File: src/design/cslu_pkg.sv
package cslu_pkg;

  localparam int unsigned CH_W    = 8;
  // A run value never exceeds 2^63-1, so 63 bits hold it.
  localparam int unsigned VAL_W   = 63;
  // One hex digit appended to a 63-bit value.
  localparam int unsigned ACC_W   = VAL_W + 4;
  localparam int unsigned Q_DEPTH = 4;
  localparam int unsigned Q_AW    = $clog2(Q_DEPTH);
  localparam int unsigned Q_CW    = $clog2(Q_DEPTH + 1);

  localparam logic [CH_W-1:0] CH_NUL    = 8'h00;
  localparam logic [CH_W-1:0] CH_QUOTE  = 8'h22;
  localparam logic [CH_W-1:0] CH_BSLASH = 8'h5C;
  localparam logic [CH_W-1:0] CH_X      = 8'h78;
  localparam logic [CH_W-1:0] CH_ZERO   = 8'h30;
  localparam logic [CH_W-1:0] BYTE_SAT  = 8'hFF;

  typedef enum logic [2:0] {
    PH_SEEK = 3'd0,
    PH_BODY = 3'd1,
    PH_ESC  = 3'd2,
    PH_HEX  = 3'd3,
    PH_OCT  = 3'd4,
    PH_DONE = 3'd5
  } phase_t;

  typedef enum logic [1:0] {
    KIND_DATA = 2'd0,
    KIND_OK   = 2'd1,
    KIND_ERR  = 2'd2
  } kind_t;

  typedef struct packed {
    logic [CH_W-1:0] data;
    kind_t           kind;
  } res_t;

  // Up to two results per character; vld1 is only set together with vld0.
  typedef struct packed {
    logic vld0;
    logic vld1;
    res_t r0;
    res_t r1;
  } dec_res_t;

  typedef struct packed {
    logic [CH_W-1:0] data;
    kind_t           kind;
    logic            last;
  } ent_t;

  // Map the character after a backslash to the byte it stands for.
  function automatic logic [CH_W-1:0] esc_map(input logic [CH_W-1:0] c);
    logic [CH_W-1:0] b;
    b = c;
    unique case (c)
      8'h61:   b = 8'd7;   // a
      8'h62:   b = 8'd8;   // b
      8'h66:   b = 8'd12;  // f
      8'h6E:   b = 8'd10;  // n
      8'h72:   b = 8'd13;  // r
      8'h74:   b = 8'd9;   // t
      8'h76:   b = 8'd11;  // v
      default: b = c;
    endcase
    return b;
  endfunction

endpackage

File: src/design/cslu_decode.sv
module cslu_decode (
  input  logic                        clk,
  input  logic                        rst_n,
  input  logic                        fire,
  input  logic [cslu_pkg::CH_W-1:0]   ch,
  output cslu_pkg::dec_res_t          res
);

  cslu_pkg::phase_t               phase_r, phase_nxt;
  logic [cslu_pkg::VAL_W-1:0]     val_r, val_nxt;
  logic                           ovf_r, ovf_nxt;

  logic                           hex_ok, oct_ok, is_dig;
  logic [3:0]                     dig;
  logic [cslu_pkg::ACC_W-1:0]     acc;
  logic                           acc_ovf;

  // What a plain body character does.
  cslu_pkg::phase_t               bc_phase;
  logic                           bc_vld;
  cslu_pkg::res_t                 bc_res;
  cslu_pkg::res_t                 run_res;

  always_comb begin
    hex_ok = 1'b0;
    dig    = 4'd0;
    if (ch >= 8'h30 && ch <= 8'h39) begin
      hex_ok = 1'b1;
      dig    = ch[3:0];
    end else if ((ch >= 8'h61 && ch <= 8'h66) || (ch >= 8'h41 && ch <= 8'h46)) begin
      hex_ok = 1'b1;
      dig    = ch[3:0] + 4'd9;
    end
    oct_ok = (ch[7:3] == 5'b00110);
    is_dig = (phase_r == cslu_pkg::PH_HEX) ? hex_ok
           : (phase_r == cslu_pkg::PH_OCT) ? oct_ok : 1'b0;
    // Shift-append the digit; low bits are zero so OR is the add.
    if (phase_r == cslu_pkg::PH_HEX) begin
      acc = {val_r, 4'b0000} | {{(cslu_pkg::ACC_W-4){1'b0}}, dig};
    end else begin
      acc = {1'b0, val_r, 3'b000} | {{(cslu_pkg::ACC_W-3){1'b0}}, dig[2:0]};
    end
    acc_ovf = |acc[cslu_pkg::ACC_W-1:cslu_pkg::VAL_W];
  end

  always_comb begin
    bc_phase    = cslu_pkg::PH_BODY;
    bc_vld      = 1'b1;
    bc_res.data = ch;
    bc_res.kind = cslu_pkg::KIND_DATA;
    priority if (ch == cslu_pkg::CH_NUL) begin
      bc_phase    = cslu_pkg::PH_SEEK;
      bc_res.data = '0;
      bc_res.kind = cslu_pkg::KIND_ERR;
    end else if (ch == cslu_pkg::CH_QUOTE) begin
      bc_phase    = cslu_pkg::PH_DONE;
      bc_res.data = '0;
      bc_res.kind = cslu_pkg::KIND_OK;
    end else if (ch == cslu_pkg::CH_BSLASH) begin
      bc_phase = cslu_pkg::PH_ESC;
      bc_vld   = 1'b0;
    end else begin
      bc_phase = cslu_pkg::PH_BODY;
    end
    run_res.data = ovf_r ? cslu_pkg::BYTE_SAT : val_r[7:0];
    run_res.kind = cslu_pkg::KIND_DATA;
  end

  always_comb begin
    phase_nxt = phase_r;
    val_nxt   = val_r;
    ovf_nxt   = ovf_r;
    res       = '0;
    if (fire) begin
      unique case (phase_r)
        cslu_pkg::PH_BODY: begin
          phase_nxt = bc_phase;
          res.vld0  = bc_vld;
          res.r0    = bc_res;
        end
        cslu_pkg::PH_ESC: begin
          priority if (ch == cslu_pkg::CH_NUL) begin
            phase_nxt   = cslu_pkg::PH_SEEK;
            res.vld0    = 1'b1;
            res.r0.kind = cslu_pkg::KIND_ERR;
          end else if (ch == cslu_pkg::CH_X || ch == cslu_pkg::CH_ZERO) begin
            phase_nxt = (ch == cslu_pkg::CH_X) ? cslu_pkg::PH_HEX : cslu_pkg::PH_OCT;
            val_nxt   = '0;
            ovf_nxt   = 1'b0;
          end else begin
            phase_nxt   = cslu_pkg::PH_BODY;
            res.vld0    = 1'b1;
            res.r0.data = cslu_pkg::esc_map(ch);
            res.r0.kind = cslu_pkg::KIND_DATA;
          end
        end
        cslu_pkg::PH_HEX, cslu_pkg::PH_OCT: begin
          if (is_dig) begin
            // Freeze the value once it would pass 2^63-1.
            if (!ovf_r) begin
              if (acc_ovf) begin
                ovf_nxt = 1'b1;
              end else begin
                val_nxt = acc[cslu_pkg::VAL_W-1:0];
              end
            end
          end else begin
            phase_nxt = bc_phase;
            res.vld0  = 1'b1;
            res.r0    = run_res;
            res.vld1  = bc_vld;
            res.r1    = bc_res;
          end
        end
        cslu_pkg::PH_DONE: begin
          if (ch == cslu_pkg::CH_NUL) begin
            phase_nxt = cslu_pkg::PH_SEEK;
          end
        end
        default: begin
          // Seeking the opening quote.
          phase_nxt = cslu_pkg::PH_SEEK;
          if (ch == cslu_pkg::CH_NUL) begin
            res.vld0    = 1'b1;
            res.r0.kind = cslu_pkg::KIND_ERR;
          end else if (ch == cslu_pkg::CH_QUOTE) begin
            phase_nxt = cslu_pkg::PH_BODY;
          end
        end
      endcase
    end
  end

  always_ff @(posedge clk) begin
    if (!rst_n) begin
      phase_r <= cslu_pkg::PH_SEEK;
      val_r   <= '0;
      ovf_r   <= 1'b0;
    end else begin
      phase_r <= phase_nxt;
      val_r   <= val_nxt;
      ovf_r   <= ovf_nxt;
    end
  end

  a_nul_seeks: assert property (@(posedge clk) disable iff (!rst_n)
    fire && ch == cslu_pkg::CH_NUL && phase_r != cslu_pkg::PH_DONE
    |=> phase_r == cslu_pkg::PH_SEEK)
    else $error("zero byte did not return to seeking");

  a_digit_silent: assert property (@(posedge clk) disable iff (!rst_n)
    fire && is_dig |-> !res.vld0 && !res.vld1)
    else $error("digit inside a run produced a result");

  a_ovf_sticky: assert property (@(posedge clk) disable iff (!rst_n)
    fire && is_dig && ovf_r |=> ovf_r)
    else $error("overflow flag cleared inside a run");

  a_pair_order: assert property (@(posedge clk) disable iff (!rst_n)
    res.vld1 |-> res.vld0 && res.r0.kind == cslu_pkg::KIND_DATA)
    else $error("second result without a leading run byte");

endmodule

File: src/design/c_string_literal_unescaper_top.sv
// C string literal decoder. Feed one character per word on in_*; a zero byte ends a
// string. Characters before the opening quote are skipped, body bytes come out on
// out_* with escapes resolved (\a \b \f \n \r \t \v, \x hex runs, \0 octal runs that
// give the low byte of the value, or 0xFF past 2^63-1). out_tuser marks a data byte,
// an ok end (closing quote) or an error end (zero byte before the closing quote;
// drop that string's bytes). Each character is decoded in the cycle it is accepted,
// so the block takes one character per cycle; the output side delivers one word per
// cycle while out_tready is high, and a character that ends a digit run yields two
// words. A four-entry output queue decouples the sides; in_tready is low while fewer
// than two entries are free. out_tlast marks the final word caused by one character.
module c_string_literal_unescaper_top (
  input  logic       clk,
  input  logic       rst_n,
  input  logic       in_tvalid,
  output logic       in_tready,
  input  logic [7:0] in_tdata,   // [7:0] ch
  output logic       out_tvalid,
  input  logic       out_tready,
  output logic [7:0] out_tdata,  // [7:0] out_byte
  output logic [1:0] out_tuser,  // [1:0] kind
  output logic       out_tlast
);

  logic                         in_fire, out_fire;
  cslu_pkg::dec_res_t           dec;
  cslu_pkg::ent_t               ent_r [cslu_pkg::Q_DEPTH];
  cslu_pkg::ent_t               e0, e1;
  logic [cslu_pkg::Q_AW-1:0]    wr_ptr_r, wr_ptr_nxt, rd_ptr_r, rd_ptr_nxt;
  logic [cslu_pkg::Q_AW-1:0]    wr_ptr_p1;
  logic [cslu_pkg::Q_CW-1:0]    cnt_r, cnt_nxt;
  logic [cslu_pkg::Q_CW-1:0]    n_push;

  // Hold off input while in reset.
  assign in_tready = rst_n && (cnt_r <= cslu_pkg::Q_CW'(cslu_pkg::Q_DEPTH - 2));
  assign in_fire   = in_tvalid && in_tready;
  assign out_fire  = out_tvalid && out_tready;

  cslu_decode u_dec (
    .clk   (clk),
    .rst_n (rst_n),
    .fire  (in_fire),
    .ch    (in_tdata),
    .res   (dec)
  );

  always_comb begin
    e0.data   = dec.r0.data;
    e0.kind   = dec.r0.kind;
    e0.last   = !dec.vld1;
    e1.data   = dec.r1.data;
    e1.kind   = dec.r1.kind;
    e1.last   = 1'b1;
    n_push    = cslu_pkg::Q_CW'(dec.vld0) + cslu_pkg::Q_CW'(dec.vld1);
    wr_ptr_p1 = wr_ptr_r + 1'b1;
    wr_ptr_nxt = wr_ptr_r + n_push[cslu_pkg::Q_AW-1:0];
    rd_ptr_nxt = rd_ptr_r + cslu_pkg::Q_AW'(out_fire);
    cnt_nxt    = cnt_r + n_push - cslu_pkg::Q_CW'(out_fire);
  end

  always_ff @(posedge clk) begin
    if (!rst_n) begin
      wr_ptr_r <= '0;
      rd_ptr_r <= '0;
      cnt_r    <= '0;
    end else begin
      wr_ptr_r <= wr_ptr_nxt;
      rd_ptr_r <= rd_ptr_nxt;
      cnt_r    <= cnt_nxt;
    end
  end

  always_ff @(posedge clk) begin
    if (dec.vld0) begin
      ent_r[wr_ptr_r] <= e0;
    end
    if (dec.vld1) begin
      ent_r[wr_ptr_p1] <= e1;
    end
  end

  assign out_tvalid = (cnt_r != '0);
  assign out_tdata  = ent_r[rd_ptr_r].data;
  assign out_tuser  = ent_r[rd_ptr_r].kind;
  assign out_tlast  = ent_r[rd_ptr_r].last;

  a_cnt_bound: assert property (@(posedge clk) disable iff (!rst_n)
    cnt_r <= cslu_pkg::Q_CW'(cslu_pkg::Q_DEPTH))
    else $error("output queue overfilled");

  a_cnt_track: assert property (@(posedge clk) disable iff (!rst_n)
    cnt_r == cslu_pkg::Q_CW'({1'b0, wr_ptr_r - rd_ptr_r})
    || cnt_r == cslu_pkg::Q_CW'(cslu_pkg::Q_DEPTH))
    else $error("queue count out of step with pointers");

  a_push_room: assert property (@(posedge clk) disable iff (!rst_n)
    dec.vld0 |-> in_fire && cnt_r <= cslu_pkg::Q_CW'(cslu_pkg::Q_DEPTH - 2))
    else $error("result pushed without an accepted word or room");

endmodule

File: config.mk
export PLATFORM = sky130hd
export DESIGN_NAME = c_string_literal_unescaper_top
export DESIGN_NICKNAME = d
export VERILOG_FILES = /design/src/design/cslu_pkg.sv /design/src/design/cslu_decode.sv /design/src/design/c_string_literal_unescaper_top.sv
export SDC_FILE = /design/constraint.sdc
export NUM_CORES = 1
export LEC_CHECK = 0
export ABC_CLOCK_PERIOD_IN_PS = 6100
export BUFFER_PORTS_ARGS = -buffer_cell sky130_fd_sc_hd__buf_2
export CORE_ASPECT_RATIO = 1.75
export CORE_MARGIN = 2
export CORE_UTILIZATION = 40
export CTS_CLUSTER_SIZE = 28
export DETAILED_ROUTE_END_ITERATION = 12
export GPL_TIMING_DRIVEN = 0
export MAX_ROUTING_LAYER = met4
export REMOVE_ABC_BUFFERS = 1
export SYNTH_ARGS = -nofsm -noshare
export SYNTH_HDL_FRONTEND = slang
export SYNTH_SLANG_ARGS = --single-unit
File: constraint.sdc
create_clock -name clk -period 6.1 [get_ports clk]
set_input_delay 1.83 -clock clk [delete_from_list [all_inputs] [get_ports clk]]
set_output_delay 1.83 -clock clk [all_outputs]
set_load 0.005 [all_outputs]
==> out/results.ini, run 1 <==
[synthesis]
synth_area_um2 = 6354
ys_seq_elements = 118
synthFlopType = dfxtp_1
synth_top_family_by_area = compound AO/OA/AOI/OAI gates
synth.top_cell.area_share = 0.2458
synth_compound_area_frac = 0.2765
synth-edff-count = 40
synthAdderAreaFrac = 0.02284
synth_simple_gate_area_frac = 0.1682
avgSynthCellArea_um2 = 9.760
ys_types = 62
synth_most_common_cell = nand2_1
syn_inst = 651
synthArstFlopShare = 0
synthTopCellsByArea = dfxtp_1, edfxtp_1, o211a_1, a22oi_1, nand2_1
synth_warnings = 0
synthTopCellsByCount = nand2_1, dfxtp_1, a22oi_1
synth_mux_area_frac = 0.04372
yosysSeqAreaShare = 0.4348
synth_xor_area_frac = 0.008271
yosys.area.top_type = dfxtp_1

[power_and_ir_drop]
p_leak_nw = 3.033
powerDensity_nw_per_um2 = 289.9
p_total_w = 0.002102
peakVddDrop_uv = 161.9

[layout]
diodes = 0
finalNonFillerCells = 857
syn_to_final_growth_pct = 14.14
multi_input_area_um2 = 3308
fin_area_um2 = 7252
ff_latch_area_um2 = 2763
nNetsFinal = 678
drive_gt1_frac = 0.1302
fill_cells = 1473

[status]
violations = design-rule violations
status = finished with violations

[placed_design]
numPortBuffers = 24
dp_cells = 825
place_ws_ns = 0.2475
gp_congestion = 0.9813
dpl.hpwl_mm = 10.94
placed_area_um2 = 6648

[drt]
firstDrtPassIters = 11
drc_errors = 2
viasPerCell = 6.047
wl_per_cell_um = 17.86
drt-initial-drc-count = 258
vias = 5182
drt-total-wl_mm = 15.30
ant_nets = 0

[hold_path]
whs_endpoint = ent_r[3][0]$_SDFFE_PP1P_
hold_class = flop to flop
min_from = ent_r[3][0]$_SDFFE_PP1P_
hold_path_depth = 1

[floorplan]
io_pins = 25
dieWidth_um = 99.27
die_h_um = 170.7
initial_core_util = 0.4041
core_area_um2 = 15720
die_area_um2 = 16950
row_count = 61

[clocking]
root_buffer = clkbuf_16
cts_sinks = 118
clock_latency_ns = 0.41
cts_resized = 0
cts_setup_buffers = 0
clkTransAtPathRegs_ns = 0.06
tritoncts = built
hold_buffers = 0
htreeDepth = 4
numCtsBuffers = 17
cts_buffer_depth = 2

[setup_path]
cp_max_fo = 9
cpMaxStageDelayCell = nor4_2
worst-r2r-cell-count = 15
required_ns = 6.40
reg2reg_to = cnt_r[2]$_SDFF_PN0_
timing.rr.start = u_dec.phase_r[2]$_SDFFE_PN0P_
reg2reg_slack_ns = 1.37
max_stage_delay_ns = 0.75
path_cells = buf_2 > inv_1 > ha_1 > nor3b_2 > nor4_2 > nor4_2 > nand3_2 > clkinv_1 > ha_1 > inv_1 > ha_1 > inv_1 > ha_1 > fa_1 > xnor2_1 > xnor2_1 > and2_1
worstSetupPathType = primary input to flop
worstPathArrival_ns = 5.75
worst_setup_path_start_kind = primary input
end_kind = flop
crit_top_cell = ha_1

[timing]
max_slew.worst_pin.slew_ns = 1.281
slew_headroom = 0.1461
rsz0062_at_grt = no
skew_ns = 0.01058
final.setup.worst_slack_ns = 0.6525
hold_viol = 0
fmax_ghz = 0.1836
fin_crit_sh = 0.8930
layout_min_cycle_time_ns = 5.448
drv_slew = 0
final-setup-viol-count = 0

[grt]
grt.total_usage = 0.1910
antenna_found_initial = 0
grt_pass1_wl_mm = 25.41
grt_overflow_total = 0
grt_max_degree = 78
grt_pass1_vias = 5124

[flow_run]
max_cap_violations = 0

==> where the power goes <==
part           total [W]  internal (W)  switching [W]
clock network    0.00101      0.000643       0.000366
registers       0.000860      0.000823      0.0000365
logic           0.000233      0.000126       0.000107
total            0.00210       0.00159       0.000509
==> layer usage <==
layer,share of wire,up-vias,GRT usage
li1,-,2501,-
met1,0.38,2511,0.1948
met4,0.036,0,0.09589
met2,0.55,125,0.3484
met5,0,-,-
met3,0.033,45,0.03145
==> flip-flops by register name, indices dropped and copies added (netlist names) <==
register       flops
ent_r             44
u_dec.ovf_r        1
wr_ptr_r           2
u_dec.phase_r      3
u_dec.val_r       63
rd_ptr_r           2
cnt_r              3
==> worst max-delay path by stage <==
stage,endpoint,startpoint,depth (start not counted),slack (ns)
6_report,cnt_r[2]$_SDFF_PN0_,in_tdata[1],17,0.65
2_1_floorplan,u_dec.val_r[3]$_SDFFE_PN0P_,in_tdata[1],8,-0.35
4_1_cts,cnt_r[2]$_SDFF_PN0_,in_tdata[1],17,0.66
3_3_place_gp,u_dec.val_r[3]$_SDFFE_PN0P_,u_dec.phase_r[2]$_SDFFE_PN0P_,6,-2.50
3_5_place_dp,cnt_r[2]$_SDFF_PN0_,in_tdata[1],17,0.25
5_1_grt,cnt_r[2]$_SDFF_PN0_,in_tdata[1],17,0.30
==> placed cells by master (no fill, tap or decap), types with 8 or more instances in the layout <==
master and n:
buf_2 24, edfxtp_1 40, inv_1 14, a22oi_1 61
nand2b_1 8, nor3_1 10, o2bb2ai_1 8, a22o_1 10
o22ai_1 17, nand2_1 94, ha_1 10, and2_1 14
nor2_1 28, clkbuf_16 17, dfxtp_1 78, nand3_1 15
a21oi_1 18, o21ai_0 18, nor2b_1 9, o211a_1 60
mux4_2 11
==> critical path: cells and delay by family <==
| family | cells | cell delay (ns) |
|---|---|---|
| adder cells (fa/ha/maj) | 5 | 1.29 |
| buffers and inverters | 5 | 0.63 |
| XOR/XNOR | 2 | 0.27 |
| AND/OR/NAND/NOR | 5 | 1.73 |
==> layout make-up <==
cell class | instances | area share
clock buffers | 17 | 0.05866
clock inverters | 15 | 0.02467
inverters | 15 | 0.007764
multi-input cells | 467 | 0.4562
flip-flops and latches | 118 | 0.3810
well taps | 189 | 0.03261
repair buffers | 36 | 0.03916
==> kinds of logic after synthesis <==
logic type | after synthesis
multiplexers | 14
AO/OA/AOI/OAI | 224
adder cells (fa/ha/maj) | 11
XOR/XNOR | 6
AND/OR/NAND/NOR | 212
flip-flops | 118
buffers and inverters | 66
==> metrics by stage <==
step / setup TNS [ns] / hold slack [ns] / utilization
3_3_place_gp: -175.53 / 0.4656 / 0.4119
3_5_place_dp: 0 / 0.4634 / 0.4228
5_1_grt: 0 / 0.5042 / 0.4612
4_1_cts: 0 / 0.4767 / 0.4612
6_report: 0 / 0.4733 / 0.4612
2_1_floorplan: -16.11 / 0.4303 / -
No activity file was read; power rests on OpenSTA's default activity.
==> inputs of run 2 (changes only) <==
--- a/config.mk
+++ b/config.mk
@@ -14,6 +14,7 @@
 export DETAILED_ROUTE_END_ITERATION = 12
 export GPL_TIMING_DRIVEN = 0
 export MAX_ROUTING_LAYER = met4
+export PLACE_DENSITY = 0.66
 export REMOVE_ABC_BUFFERS = 1
 export SYNTH_ARGS = -nofsm -noshare
 export SYNTH_HDL_FRONTEND = slang
==> run 2 against run 1 <==
Net effect:
- wire length shrank 3.0%
- highest routed layer unchanged
- sequential cell count did not move
- cell area up 0.43%
- critical endpoint unchanged
- clock skew decreased by 0.0047 ns
- clock power about the same
- the flow now finishes without violations
- largest power group unchanged
- worst setup slack improved by 0.055 ns
- cell count unchanged
- first-iteration DRC count fell by 7.8%
- sequential share of layout area down 0.16 points
- die area unchanged
- critical path depth unchanged
- core utilization increased by 0.20 points
==> out/results.ini, run 2 (synthesized netlist as in run 1, its figures left out) <==
[status]
status = completed  ; was finished with violations

[placed_design]
dpl.hpwl_mm = 10.80  ; was 10.94 mm
numPortBuffers = 24  ; unchanged
gp_congestion = 0.9720  ; was 0.9813
dp_cells = 825  ; unchanged

[timing]
final-setup-viol-count = 0  ; unchanged
hold_viol = 0  ; unchanged
fin_crit_sh = 0.8840  ; was 0.8930
max_slew.worst_pin.slew_ns = 1.237  ; was 1.281 ns
fmax_ghz = 0.1854  ; was 0.1836 GHz
layout_min_cycle_time_ns = 5.392  ; was 5.448 ns
final.setup.tns_ns = 0  ; unchanged
drv_slew = 0  ; unchanged
skew_ns = 0.005867  ; was 0.01058 ns
slew_headroom = 0.1755  ; was 0.1461
rsz0062_at_grt = no  ; unchanged
hold_slack_ns = 0.4977  ; was 0.4733 ns

[hold_path]
hold_class = flop to flop  ; unchanged
whs_endpoint = u_dec.val_r[60]$_SDFFE_PN0P_  ; was ent_r[3][0]$_SDFFE_PP1P_
hold_path_depth = 1  ; unchanged
min_from = u_dec.val_r[60]$_SDFFE_PN0P_  ; was ent_r[3][0]$_SDFFE_PP1P_

[floorplan]
die_h_um = 170.7  ; unchanged
dieWidth_um = 99.27  ; unchanged
row_count = 61  ; unchanged
die_area_um2 = 16950  ; unchanged
io_pins = 25  ; unchanged
initial_core_util = 0.4041  ; unchanged
core_area_um2 = 15720  ; unchanged

[setup_path]
path_cells = buf_2 > inv_1 > ha_1 > o21bai_1 > a211oi_1 > nor4_2 > nand3_2 > clkinv_1 > ha_1 > inv_1 > ha_1 > inv_1 > ha_1 > fa_1 > xnor2_1 > xnor2_1 > and2_1  ; was buf_2 > inv_1 > ha_1 > nor3b_2 > nor4_2 > nor4_2 > nand3_2 > clkinv_1 > ha_1 > inv_1 > ha_1 > inv_1 > ha_1 > fa_1 > xnor2_1 > xnor2_1 > and2_1
worst_setup_path_start_kind = primary input  ; unchanged
crit_family = adder cells  ; was simple AND/OR/NAND/NOR gates
end_kind = flop  ; unchanged
worstSetupPathType = primary input to flop  ; unchanged
worstPathArrival_ns = 5.70  ; was 5.75 ns
crit_top_cell = ha_1  ; unchanged
cp_max_fo = 10  ; was 9
timing.rr.start = u_dec.phase_r[2]$_SDFFE_PN0P_  ; unchanged
required_ns = 6.41  ; was 6.40 ns
reg2reg_slack_ns = 1.50  ; was 1.37 ns
timing.critical_path.buf_inv = 5  ; unchanged
max_stage_delay_ns = 0.74  ; was 0.75 ns
worst-r2r-cell-count = 15  ; unchanged
cpMaxStageDelayCell = nor4_2  ; unchanged
reg2reg_to = cnt_r[2]$_SDFF_PN0_  ; unchanged

[clocking]
tritoncts = built  ; unchanged
hold_buffers = 0  ; unchanged
numCtsBuffers = 17  ; unchanged
clock_latency_ns = 0.42  ; was 0.41 ns
cts_resized = 0  ; unchanged
cts_sinks = 118  ; unchanged
clkTransAtPathRegs_ns = 0.06  ; about the same
cts_buffer_depth = 2  ; unchanged
root_buffer = clkbuf_16  ; unchanged
cts_setup_buffers = 0  ; unchanged
htreeDepth = 4  ; unchanged

[drt]
firstDrtPassIters = 5  ; was 11
viasPerCell = 6.041  ; was 6.047
wl_per_cell_um = 17.33  ; was 17.86 um
ant_nets = 0  ; unchanged
drt-initial-drc-count = 238  ; was 258
vias = 5177  ; was 5182
drt-total-wl_mm = 14.85  ; was 15.30 mm
drc_errors = 0  ; was 2

[power_and_ir_drop]
combPwrFrac = 0.109  ; was 0.111
power_switching_w = 0.0005093  ; was 0.0005095 W
peakVddDrop_uv = 206.6  ; was 161.9 uV
seq_power_share = 0.405  ; was 0.409
p_total_w = 0.002125  ; was 0.002102 W
clkPwrFrac = 0.487  ; was 0.480
p_int_w = 0.001615  ; was 0.001593 W
powerDensity_nw_per_um2 = 291.7  ; was 289.9 nW/um^2
p_leak_nw = 3.050  ; was 3.033 nW
swShare = 0.2397  ; was 0.2424

[layout]
final_common_cell = nand2_1  ; unchanged
nNetsFinal = 678  ; unchanged
final_cell_mix = nand2_1, dfxtp_1, a22oi_1, o211a_1, edfxtp_1  ; unchanged
largest_register_ffs = 63  ; unchanged
diodes = 0  ; unchanged
drive_gt1_frac = 0.1302  ; unchanged
top_register = u_dec.val_r  ; unchanged
top_regs = u_dec.val_r x63, ent_r x44  ; unchanged
fill_cells = 1475  ; was 1473
syn_to_final_growth_pct = 14.63  ; was 14.14%
finalNonFillerCells = 857  ; unchanged

[grt]
antenna_found_initial = 0  ; unchanged
grt_overflow_total = 0  ; unchanged
grt_pass1_vias = 5091  ; was 5124
grt_pass1_wl_mm = 24.34  ; was 25.41 mm
grt_max_degree = 78  ; unchanged
grt.total_usage = 0.1841  ; was 0.1910

[flow_run]
max_cap_violations = 0  ; unchanged

run 2: cell type report:
class	instances	area, um^2	share of cell area
Sequential cell	118	2763	0.3793
Clock buffer	21	493.0	0.06769
Multi-Input combinational cell	467	3308	0.4542
Timing Repair Buffer	36	292.8	0.04020
Clock inverter	11	133.9	0.01838
Tap cell	189	236.5	0.03247
Inverter	15	56.30	0.007731
run 2: stage by stage:
step / util / setup slack, ns / area, um^2
finish: 0.4632 / 0.7077 / 7283
floorplan: - / -0.3459 / 6120
CTS: 0.4632 / 0.6879 / 7283
global placement: 0.4119 / -2.240 / 6476
detailed placement: 0.4234 / 0.2561 / 6656
global route: 0.4632 / 0.3707 / 7283
run 2: worst max-delay path by stage:
stage	startpoint	endpoint	slack (ns)	cells past startpoint
global route	in_tdata[1]	cnt_r[2]$_SDFF_PN0_	0.37	17
finish	in_tdata[0]	cnt_r[2]$_SDFF_PN0_	0.71	17
global placement	u_dec.phase_r[2]$_SDFFE_PN0P_	u_dec.val_r[3]$_SDFFE_PN0P_	-2.24	6
floorplan	in_tdata[1]	u_dec.val_r[3]$_SDFFE_PN0P_	-0.35	8
CTS	in_tdata[1]	cnt_r[2]$_SDFF_PN0_	0.69	17
detailed placement	in_tdata[1]	cnt_r[2]$_SDFF_PN0_	0.26	17
run 2: layer usage:
layer,routed length (um),vias up,track usage
met5,0,-,-
met4,565,0,0.1013
met3,493,49,0.03431
met2,8270,137,0.3393
met1,5519,2485,0.1783
li1,-,2506,-
run 2: power groups by stage:
stage               logic (W)  clock network [W]  registers, W
floorplan            0.000157                  0      0.000866
global placement     0.000229                  0      0.000877
detailed placement   0.000233                  0      0.000878
CTS                  0.000234            0.00105      0.000861
global route         0.000256            0.00108      0.000866
finish               0.000231            0.00103      0.000860
